==> config.mk <==
export PLATFORM = sky130hd
export DESIGN_NAME = variable_partition_allocator
export DESIGN_NICKNAME = d
export VERILOG_FILES = /design/src/design/vpa_pkg.sv /design/src/design/vpa_ram.sv /design/src/design/variable_partition_allocator.sv
export SDC_FILE = /design/constraint.sdc
export NUM_CORES = 2
export LEC_CHECK = 0
export BUFFER_PORTS_ARGS = -buffer_cell sky130_fd_sc_hd__buf_2
export CAP_MARGIN = 20
export CORE_ASPECT_RATIO = 2
export CORE_MARGIN = 2
export CORE_UTILIZATION = 63
export DETAILED_ROUTE_END_ITERATION = 10
export PLACE_DENSITY = 0.82
export SLEW_MARGIN = 20
export SYNTH_ARGS = -nofsm -noshare
export SYNTH_HDL_FRONTEND = slang
export SYNTH_SLANG_ARGS = --single-unit
==> constraint.sdc <==
create_clock -name i_clk -period 5.4 [get_ports i_clk]
set_input_delay 0.81 -clock i_clk [delete_from_list [all_inputs] [get_ports i_clk]]
set_output_delay 0.81 -clock i_clk [all_outputs]
set_load 0.01 [all_outputs]
==> src/design/vpa_pkg.sv <==
// Shared types and codes for the variable partition allocator.
// No dependencies; used by the allocator top level.
`default_nettype none
package vpa_pkg;

    localparam int ENTRIES_DEF = 16;
    localparam logic [15:0] TOTAL_SIZE_RESET = 16'd1024;

    localparam logic [1:0] CMD_ALLOC = 2'd0;
    localparam logic [1:0] CMD_FREE  = 2'd1;
    localparam logic [1:0] CMD_CLEAR = 2'd2;

    localparam logic [1:0] ST_OK        = 2'd0;
    localparam logic [1:0] ST_NO_FIT    = 2'd1;
    localparam logic [1:0] ST_FULL      = 2'd2;
    localparam logic [1:0] ST_NOT_FOUND = 2'd3;

    localparam logic [1:0] CFG_TOTAL_SIZE = 2'd0;
    localparam logic [1:0] CFG_FIT_MODE   = 2'd1;

    typedef struct packed {
        logic [1:0]  command;
        logic [15:0] job_id;
        logic [15:0] need_size;
    } t_request;

    typedef struct packed {
        logic [1:0]  status;
        logic [15:0] base_address;
    } t_result;

    typedef struct packed {
        logic        used;
        logic [15:0] owner;
        logic [15:0] size;
        logic [15:0] base;
    } t_entry;

endpackage
`default_nettype wire

==> src/design/vpa_ram.sv <==
// Generic simple dual-port RAM, one write and one registered read port.
// No dependencies.
`default_nettype none
module vpa_ram #(
    parameter int WIDTH = 8,
    parameter int DEPTH = 16
) (
    input  wire logic                     i_clk,
    input  wire logic                     i_we,
    input  wire logic [$clog2(DEPTH)-1:0] i_waddr,
    input  wire logic [WIDTH-1:0]         i_wdata,
    input  wire logic [$clog2(DEPTH)-1:0] i_raddr,
    output logic      [WIDTH-1:0]         o_rdata
);
    logic [WIDTH-1:0] r_mem [DEPTH];

    always_ff @(posedge i_clk) begin
        if (i_we) begin
            r_mem[i_waddr] <= i_wdata;
        end
        o_rdata <= r_mem[i_raddr];
    end
endmodule
`default_nettype wire

==> src/design/variable_partition_allocator.sv <==
// Variable partition allocator: partition table in a RAM, command sequencer.
// Depends on vpa_pkg and vpa_ram.
//
// A request is taken when start is high and busy is low; its result appears on
// o_result for exactly one cycle with o_result_valid and cannot be stalled.
// Each table entry is read through the one read port of the table RAM, in a
// read state and then an evaluate state; an entry moved on a split passes
// S_U_RD and S_U_WR, and one moved on a merge S_D_CHK, S_D_RD and S_D_WR.
// An allocate scans the entries in use and shifts entries up on a split; a
// free scans them and shifts entries down on a merge. Clear passes through
// S_CLR; an unknown command or a zero-size allocate returns its result
// straight from idle, in the cycle after it is taken. After reset the block is
// busy in S_INIT while it writes the single free entry.
`default_nettype none
module variable_partition_allocator #(
    parameter int ENTRIES = vpa_pkg::ENTRIES_DEF
) (
    input  wire logic              i_clk,
    input  wire logic              i_rst_n,
    input  wire logic              start,
    output logic                   busy,
    input  wire vpa_pkg::t_request i_req,
    output logic                   o_result_valid,
    output vpa_pkg::t_result       o_result,
    input  wire logic              i_cfg_valid,
    output logic                   o_cfg_ready,
    input  wire logic [1:0]        i_cfg_index,
    input  wire logic [15:0]       i_cfg_data
);
    import vpa_pkg::*;

    localparam int IW = $clog2(ENTRIES);
    localparam int CW = $clog2(ENTRIES + 1);

    typedef enum logic [17:0] {
        S_INIT   = 18'b000000000000000001,
        S_IDLE   = 18'b000000000000000010,
        S_CLR    = 18'b000000000000000100,
        S_A_RD   = 18'b000000000000001000,
        S_A_EV   = 18'b000000000000010000,
        S_A_DEC  = 18'b000000000000100000,
        S_U_RD   = 18'b000000000001000000,
        S_U_WR   = 18'b000000000010000000,
        S_U_REM  = 18'b000000000100000000,
        S_U_PICK = 18'b000000001000000000,
        S_F_RD   = 18'b000000010000000000,
        S_F_EV   = 18'b000000100000000000,
        S_F_RDN  = 18'b000001000000000000,
        S_F_EVN  = 18'b000010000000000000,
        S_F_MRG  = 18'b000100000000000000,
        S_D_CHK  = 18'b001000000000000000,
        S_D_RD   = 18'b010000000000000000,
        S_D_WR   = 18'b100000000000000000
    } t_state;

    t_state          r_state, n_state;
    logic [CW-1:0]   r_count, n_count;
    logic [CW-1:0]   r_idx, n_idx;
    logic [CW-1:0]   r_pos, n_pos;
    logic            r_found, n_found;
    t_entry          r_pick, n_pick;
    t_entry          r_prev, n_prev;
    t_entry          r_next, n_next;
    logic            r_have_prev, n_have_prev;
    logic            r_front, n_front;
    logic            r_rear, n_rear;
    logic [1:0]      r_n, n_n;
    t_request        r_req, n_req;
    logic [15:0]     r_total;
    logic            r_mode;
    t_result         r_res, n_res;
    logic            r_res_valid, n_res_valid;

    logic            we;
    logic [IW-1:0]   waddr;
    t_entry          wdata;
    logic [IW-1:0]   raddr;
    logic [$bits(t_entry)-1:0] rdata_raw;
    t_entry          rd;

    logic [CW:0]     idx_inc, pos_inc, cnt_ext, rm_sum;
    logic            cand;

    vpa_ram #(
        .WIDTH ($bits(t_entry)),
        .DEPTH (ENTRIES)
    ) u_table (
        .i_clk   (i_clk),
        .i_we    (we),
        .i_waddr (waddr),
        .i_wdata (wdata),
        .i_raddr (raddr),
        .o_rdata (rdata_raw)
    );

    assign rd      = t_entry'(rdata_raw);
    assign idx_inc = {1'b0, r_idx} + (CW+1)'(1);
    assign pos_inc = {1'b0, r_pos} + (CW+1)'(1);
    assign cnt_ext = {1'b0, r_count};
    assign rm_sum  = {1'b0, r_idx} + (CW+1)'(r_n);
    assign cand    = !rd.used && (rd.size >= r_req.need_size);

    assign busy           = (r_state != S_IDLE);
    assign o_result_valid = r_res_valid;
    assign o_result       = r_res;
    assign o_cfg_ready    = 1'b1;

    always_comb begin
        n_state     = r_state;
        n_count     = r_count;
        n_idx       = r_idx;
        n_pos       = r_pos;
        n_found     = r_found;
        n_pick      = r_pick;
        n_prev      = r_prev;
        n_next      = r_next;
        n_have_prev = r_have_prev;
        n_front     = r_front;
        n_rear      = r_rear;
        n_n         = r_n;
        n_req       = r_req;
        n_res       = r_res;
        n_res_valid = 1'b0;
        we          = 1'b0;
        waddr       = r_idx[IW-1:0];
        wdata       = rd;
        raddr       = r_idx[IW-1:0];

        case (r_state)
            S_INIT, S_CLR: begin
                we      = 1'b1;
                waddr   = '0;
                wdata   = '{used: 1'b0, owner: 16'd0, size: r_total, base: 16'd0};
                n_count = CW'(1);
                n_state = S_IDLE;
                if (r_state == S_CLR) begin
                    n_res_valid = 1'b1;
                    n_res       = '{status: ST_OK, base_address: 16'd0};
                end
            end
            S_IDLE: begin
                if (start) begin
                    n_req = i_req;
                    n_idx = '0;
                    case (i_req.command)
                        CMD_ALLOC: begin
                            n_found = 1'b0;
                            if (i_req.need_size == 16'd0) begin
                                n_res_valid = 1'b1;
                                n_res = '{status: ST_NO_FIT, base_address: 16'd0};
                            end else begin
                                n_state = S_A_RD;
                            end
                        end
                        CMD_FREE: begin
                            n_have_prev = 1'b0;
                            n_state     = S_F_RD;
                        end
                        CMD_CLEAR: n_state = S_CLR;
                        default: begin
                            n_res_valid = 1'b1;
                            n_res = '{status: ST_OK, base_address: 16'd0};
                        end
                    endcase
                end
            end
            S_A_RD: n_state = S_A_EV;
            S_A_EV: begin
                if (cand && (!r_found || (r_mode && rd.size < r_pick.size))) begin
                    n_pick  = rd;
                    n_pos   = r_idx;
                    n_found = 1'b1;
                end
                n_idx = idx_inc[CW-1:0];
                if ((cand && !r_mode) || idx_inc == cnt_ext) begin
                    n_state = S_A_DEC;
                end else begin
                    n_state = S_A_RD;
                end
            end
            S_A_DEC: begin
                if (!r_found) begin
                    n_res_valid = 1'b1;
                    n_res = '{status: ST_NO_FIT, base_address: 16'd0};
                    n_state = S_IDLE;
                end else if (r_pick.size == r_req.need_size) begin
                    we    = 1'b1;
                    waddr = r_pos[IW-1:0];
                    wdata = '{used: 1'b1, owner: r_req.job_id, size: r_pick.size,
                              base: r_pick.base};
                    n_res_valid = 1'b1;
                    n_res = '{status: ST_OK, base_address: r_pick.base};
                    n_state = S_IDLE;
                end else if (cnt_ext >= (CW+1)'(ENTRIES)) begin
                    n_res_valid = 1'b1;
                    n_res = '{status: ST_FULL, base_address: 16'd0};
                    n_state = S_IDLE;
                end else if (cnt_ext > pos_inc) begin
                    n_idx   = r_count - CW'(1);
                    n_state = S_U_RD;
                end else begin
                    n_state = S_U_REM;
                end
            end
            S_U_RD: n_state = S_U_WR;
            S_U_WR: begin
                we    = 1'b1;
                waddr = idx_inc[IW-1:0];
                wdata = rd;
                if ({1'b0, r_idx} == pos_inc) begin
                    n_state = S_U_REM;
                end else begin
                    n_idx   = r_idx - CW'(1);
                    n_state = S_U_RD;
                end
            end
            S_U_REM: begin
                we    = 1'b1;
                waddr = pos_inc[IW-1:0];
                wdata = '{used: 1'b0, owner: 16'd0,
                          size: r_pick.size - r_req.need_size,
                          base: r_pick.base + r_req.need_size};
                n_state = S_U_PICK;
            end
            S_U_PICK: begin
                we    = 1'b1;
                waddr = r_pos[IW-1:0];
                wdata = '{used: 1'b1, owner: r_req.job_id, size: r_req.need_size,
                          base: r_pick.base};
                n_count     = r_count + CW'(1);
                n_res_valid = 1'b1;
                n_res       = '{status: ST_OK, base_address: r_pick.base};
                n_state     = S_IDLE;
            end
            S_F_RD: n_state = S_F_EV;
            S_F_EV: begin
                if (rd.used && rd.owner == r_req.job_id) begin
                    n_pick  = rd;
                    n_pos   = r_idx;
                    n_front = r_have_prev && !r_prev.used;
                    if (idx_inc < cnt_ext) begin
                        n_idx   = idx_inc[CW-1:0];
                        n_state = S_F_RDN;
                    end else begin
                        n_rear  = 1'b0;
                        n_state = S_F_MRG;
                    end
                end else begin
                    n_prev      = rd;
                    n_have_prev = 1'b1;
                    if (idx_inc >= cnt_ext) begin
                        n_res_valid = 1'b1;
                        n_res = '{status: ST_NOT_FOUND, base_address: 16'd0};
                        n_state = S_IDLE;
                    end else begin
                        n_idx   = idx_inc[CW-1:0];
                        n_state = S_F_RD;
                    end
                end
            end
            S_F_RDN: n_state = S_F_EVN;
            S_F_EVN: begin
                n_next  = rd;
                n_rear  = !rd.used;
                n_state = S_F_MRG;
            end
            S_F_MRG: begin
                we      = 1'b1;
                n_state = S_D_CHK;
                if (r_front) begin
                    waddr = IW'(r_pos - CW'(1));
                    wdata = r_prev;
                    if (r_rear) begin
                        wdata.size = r_prev.size + r_pick.size + r_next.size;
                        n_n = 2'd2;
                    end else begin
                        wdata.size = r_prev.size + r_pick.size;
                        n_n = 2'd1;
                    end
                    n_idx = r_pos;
                end else begin
                    waddr = r_pos[IW-1:0];
                    wdata = '{used: 1'b0, owner: 16'd0, size: r_pick.size,
                              base: r_pick.base};
                    if (r_rear) begin
                        wdata.size = r_pick.size + r_next.size;
                        n_n   = 2'd1;
                        n_idx = pos_inc[CW-1:0];
                    end else begin
                        n_n   = 2'd0;
                        n_idx = r_pos;
                    end
                end
            end
            S_D_CHK: begin
                if (r_n != 2'd0 && rm_sum < cnt_ext) begin
                    n_state = S_D_RD;
                end else begin
                    n_count     = r_count - CW'(r_n);
                    n_res_valid = 1'b1;
                    n_res       = '{status: ST_OK, base_address: r_pick.base};
                    n_state     = S_IDLE;
                end
            end
            S_D_RD: begin
                raddr   = rm_sum[IW-1:0];
                n_state = S_D_WR;
            end
            S_D_WR: begin
                we      = 1'b1;
                waddr   = r_idx[IW-1:0];
                wdata   = rd;
                n_idx   = idx_inc[CW-1:0];
                n_state = S_D_CHK;
            end
            default: n_state = S_IDLE;
        endcase
    end

    always_ff @(posedge i_clk) begin
        if (!i_rst_n) begin
            r_state     <= S_INIT;
            r_count     <= CW'(1);
            r_res_valid <= 1'b0;
            r_total     <= TOTAL_SIZE_RESET;
            r_mode      <= 1'b0;
        end else begin
            r_state     <= n_state;
            r_count     <= n_count;
            r_res_valid <= n_res_valid;
            if (i_cfg_valid && o_cfg_ready) begin
                case (i_cfg_index)
                    CFG_TOTAL_SIZE: r_total <= i_cfg_data;
                    CFG_FIT_MODE:   r_mode  <= i_cfg_data[0];
                    default: ;
                endcase
            end
        end
    end

    always_ff @(posedge i_clk) begin
        r_idx       <= n_idx;
        r_pos       <= n_pos;
        r_found     <= n_found;
        r_pick      <= n_pick;
        r_prev      <= n_prev;
        r_next      <= n_next;
        r_have_prev <= n_have_prev;
        r_front     <= n_front;
        r_rear      <= n_rear;
        r_n         <= n_n;
        r_req       <= n_req;
        r_res       <= n_res;
    end
endmodule
`default_nettype wire
==> reports/results.ini <==
[grt]
grt_antenna_before_repair = 2
grt_pass1_vias = 31200
grt_start_max_net_pins = 87
track_usage = 0.343
grt_pass1_wl_mm = 187
globalRouteOverflowTotal = 0

[logic_synthesis]
syn-num-nets = 3544
synthSimpleGateAreaFrac = 0.115
synthMostInstantiatedCell = edfxtp_1
ys_ff_latch = 1037
synth_adder_area_share = 0.0405
synth_top_family_by_area = simple AND/OR/NAND/NOR gates
synthTopCellsByCount = edfxtp_1 (947), nand2_1 (553), nand3_1 (231)
ys_seq_area_frac = 0.669
synth_cell_type_count = 79
synth.area.top_cells = edfxtp_1 (63%), mux4_2 (5.4%), nand2_1 (4.6%)
synthesis.area_mm2 = 0.0452
synthMuxAreaShare = 0.0571
syn_avg_cell_area_um2 = 13.5
synth_warnings = 0
synth_xor_area_frac = 0.0209
synth_compound_area_frac = 0.0764
synthArstFlopShare = 0
synth_top_cell_area_share = 0.629
synth_top_area_cell = edfxtp_1
synthCells = 3346
synth-edff-count = 947
synth-main-ff-cell = edfxtp_1

[timing]
fmax_ghz = 0.197
worstMarginPinSlew_ns = 1.14
fin_crit_sh = 0.940
final.min_clock_period_ns = 5.07
hold_violations = 0
holdWs_ns = 0.285
max-slew-margin-rel = 0.238
timing.final.ws_setup_ns = 0.326
finalClockSkew_ns = 0.0398
slew_violations = 0
setup_viol = 0
tns_ns = 0
rsz0062_at_grt = false

[worst_setup_path]
arrival_ns = 5.41
worst-setup-path-type = reg -> reg
critPathLaunchType = flop
end_kind = flop
regToRegSetupSlack_ns = 0.33
crit_path_max_fanout = 16
cp_data_required_time_ns = 5.74

[cts]
cts_root_buffer = clkbuf_16
clkLatencyLatePin_ns = 0.70
cts_tree = done
numCtsBuffers = 84
cts.sinks = 1037
clk_pin_slew_worst_paths_ns = 0.07
htree_levels = 3
cts_max_path_buffers = 3
postCtsResizedCells = 0

[detailed_routing]
route.vias.total = 30300
first_iter_violations = 3566
wire_per_inst_um = 28.6
drtAntennaViolNets = 0
drt-pass1-iter-count = 6
drt_wl_total_mm = 127
vias_per_cell = 6.80
drc = 0

[final_layout]
nNetsFinal = 3662
layout-drive-gt1-share = 0.140
areaGrowthSynthToFinish_pct = 11.9
n_antenna_cell = 0
final_util = 0.707

[floorplan]
placement_rows = 139
fp.dieW_um = 193
coreArea_mm2 = 0.0715
ios = 77
dieArea_mm2 = 0.0740
start_util = 0.632
die_h_um = 383

[power]
powerDensity_mw_per_mm2 = 333
max-vdd-ir-drop_mv = 0.333
leakagePower_nw = 17.8
total_power_mw = 16.8

[place]
hpwl_mm = 80.5
dp_slack_ns = 0.253
place.port_buffers = 75
place_congestion = 1.01

[outcome]
status = complete, no violations

[worst_hold_path]
hold_class = in -> reg

[job]
max_cap_violations = 0

registers in the layout, summed over array words and instances, names as in the netlist, 16 cells and up:
name,count
r_pick,32
r_prev,49
r_next,16
u_table.r_mem,784
o_result,18
r_total,16
u_table.o_rdata,49
r_req,32
r_state,18
cell type report:
class | count | area (µm²)
Clock inverter | 66 | 835
Timing Repair Buffer | 185 | 1620
Multi-Input combinational cell | 2075 | 14300
Tap cell | 916 | 1150
Clock buffer | 92 | 2140
Sequential cell | 1037 | 30200
Inverter | 81 | 304
Fill cell | 4427 | 20900
layer usage:
| layer | vias up | share of wire | GRT usage |
|---|---|---|---|
| met5 | - | 0.00010 | 0 |
| met4 | 2 | 0.089 | 0.283 |
| met3 | 638 | 0.091 | 0.0658 |
| met2 | 2111 | 0.51 | 0.596 |
| met1 | 14600 | 0.31 | 0.361 |
| li1 | 12900 | - | - |
what timing repair did:
item	in CTS	in global routing
buffers inserted	0	1
hold buffers	0	0
setup endpoints to repair	0	16
endpoints found under the hold margin	0	0
power breakdown:
group	internal [mW]	switching, mW
clock	3.62	2.96
sequential	9.05	0.105
combinational	0.323	0.764
kinds of logic after synthesis:
family	count (synthesis)
AND/OR/NAND/NOR	1149
flip-flops	1037
AO/OA/AOI/OAI	556
buffers and inverters	234
adder cells (fa/ha/maj)	142
multiplexers	121
XOR/XNOR	106
other	1
critical path, cell delays in order (launching register included):
cell and delay [ns]:
edfxtp_1 0.45, ha_1 0.24, inv_1 0.07, fa_1 0.39, nor2b_1 0.20, o31a_1 0.27, o211ai_1 0.20, nand3b_1 0.14
xor2_1 0.25, ha_1 0.31, nand4_1 0.16, nor3_1 0.10, a211oi_1 0.57, nor2_1 0.14, xnor2_1 0.15, mux4_2 0.51
a211o_1 0.55
worst paths after layout:
| path | start | to | cells after the start |
|---|---|---|---|
| hold / removal | i_req[17] | r_req[17]$_DFFE_PP_ | 1 |
| hold reg to reg | u_table.o_rdata[8]$_DFF_P_ | r_pick[8]$_DFFE_PP_ | 0 |
| setup / recovery | r_pick[16]$_DFFE_PP_ | u_table.r_mem[0][29]$_DFFE_PP_ | 16 |
| setup reg to reg | r_pick[16]$_DFFE_PP_ | u_table.r_mem[0][29]$_DFFE_PP_ | 16 |
cell usage in the layout (no fill, tap or decap), types with 13 or more instances in the layout:
cell       count
buf_12        34
mux4_2       109
nor2_4        17
buf_2         75
clkinv_2      18
nor4_1        18
xor2_1        37
o21ai_0       84
a21oi_1      219
nand2b_1      23
and3_1        13
bufinv_16     14
and2_1        23
nand4_1       19
a222oi_1      18
a22oi_1       34
ha_1         135
buf_4         75
nand3_1      231
nand2_1      552
a21o_1        30
nor2_1       101
edfxtp_1     947
xnor2_1       67
o21a_1        15
nor3_1        79
inv_1         78
o22ai_1       54
a211oi_1      15
clkbuf_16     84
o211ai_1      14
nor2b_1       18
dfxtp_1       90
per-stage QoR:
step / cell area (µm²) / instances
6_report: 50600 / 4452
5_1_grt: 50600 / 4452
4_1_cts: 50600 / 4450
3_5_place_dp: 47600 / 4292
3_3_place_gp: 47600 / 4292
2_1_floorplan: 45200 / 3346
Power figures use the tool's default switching activity.
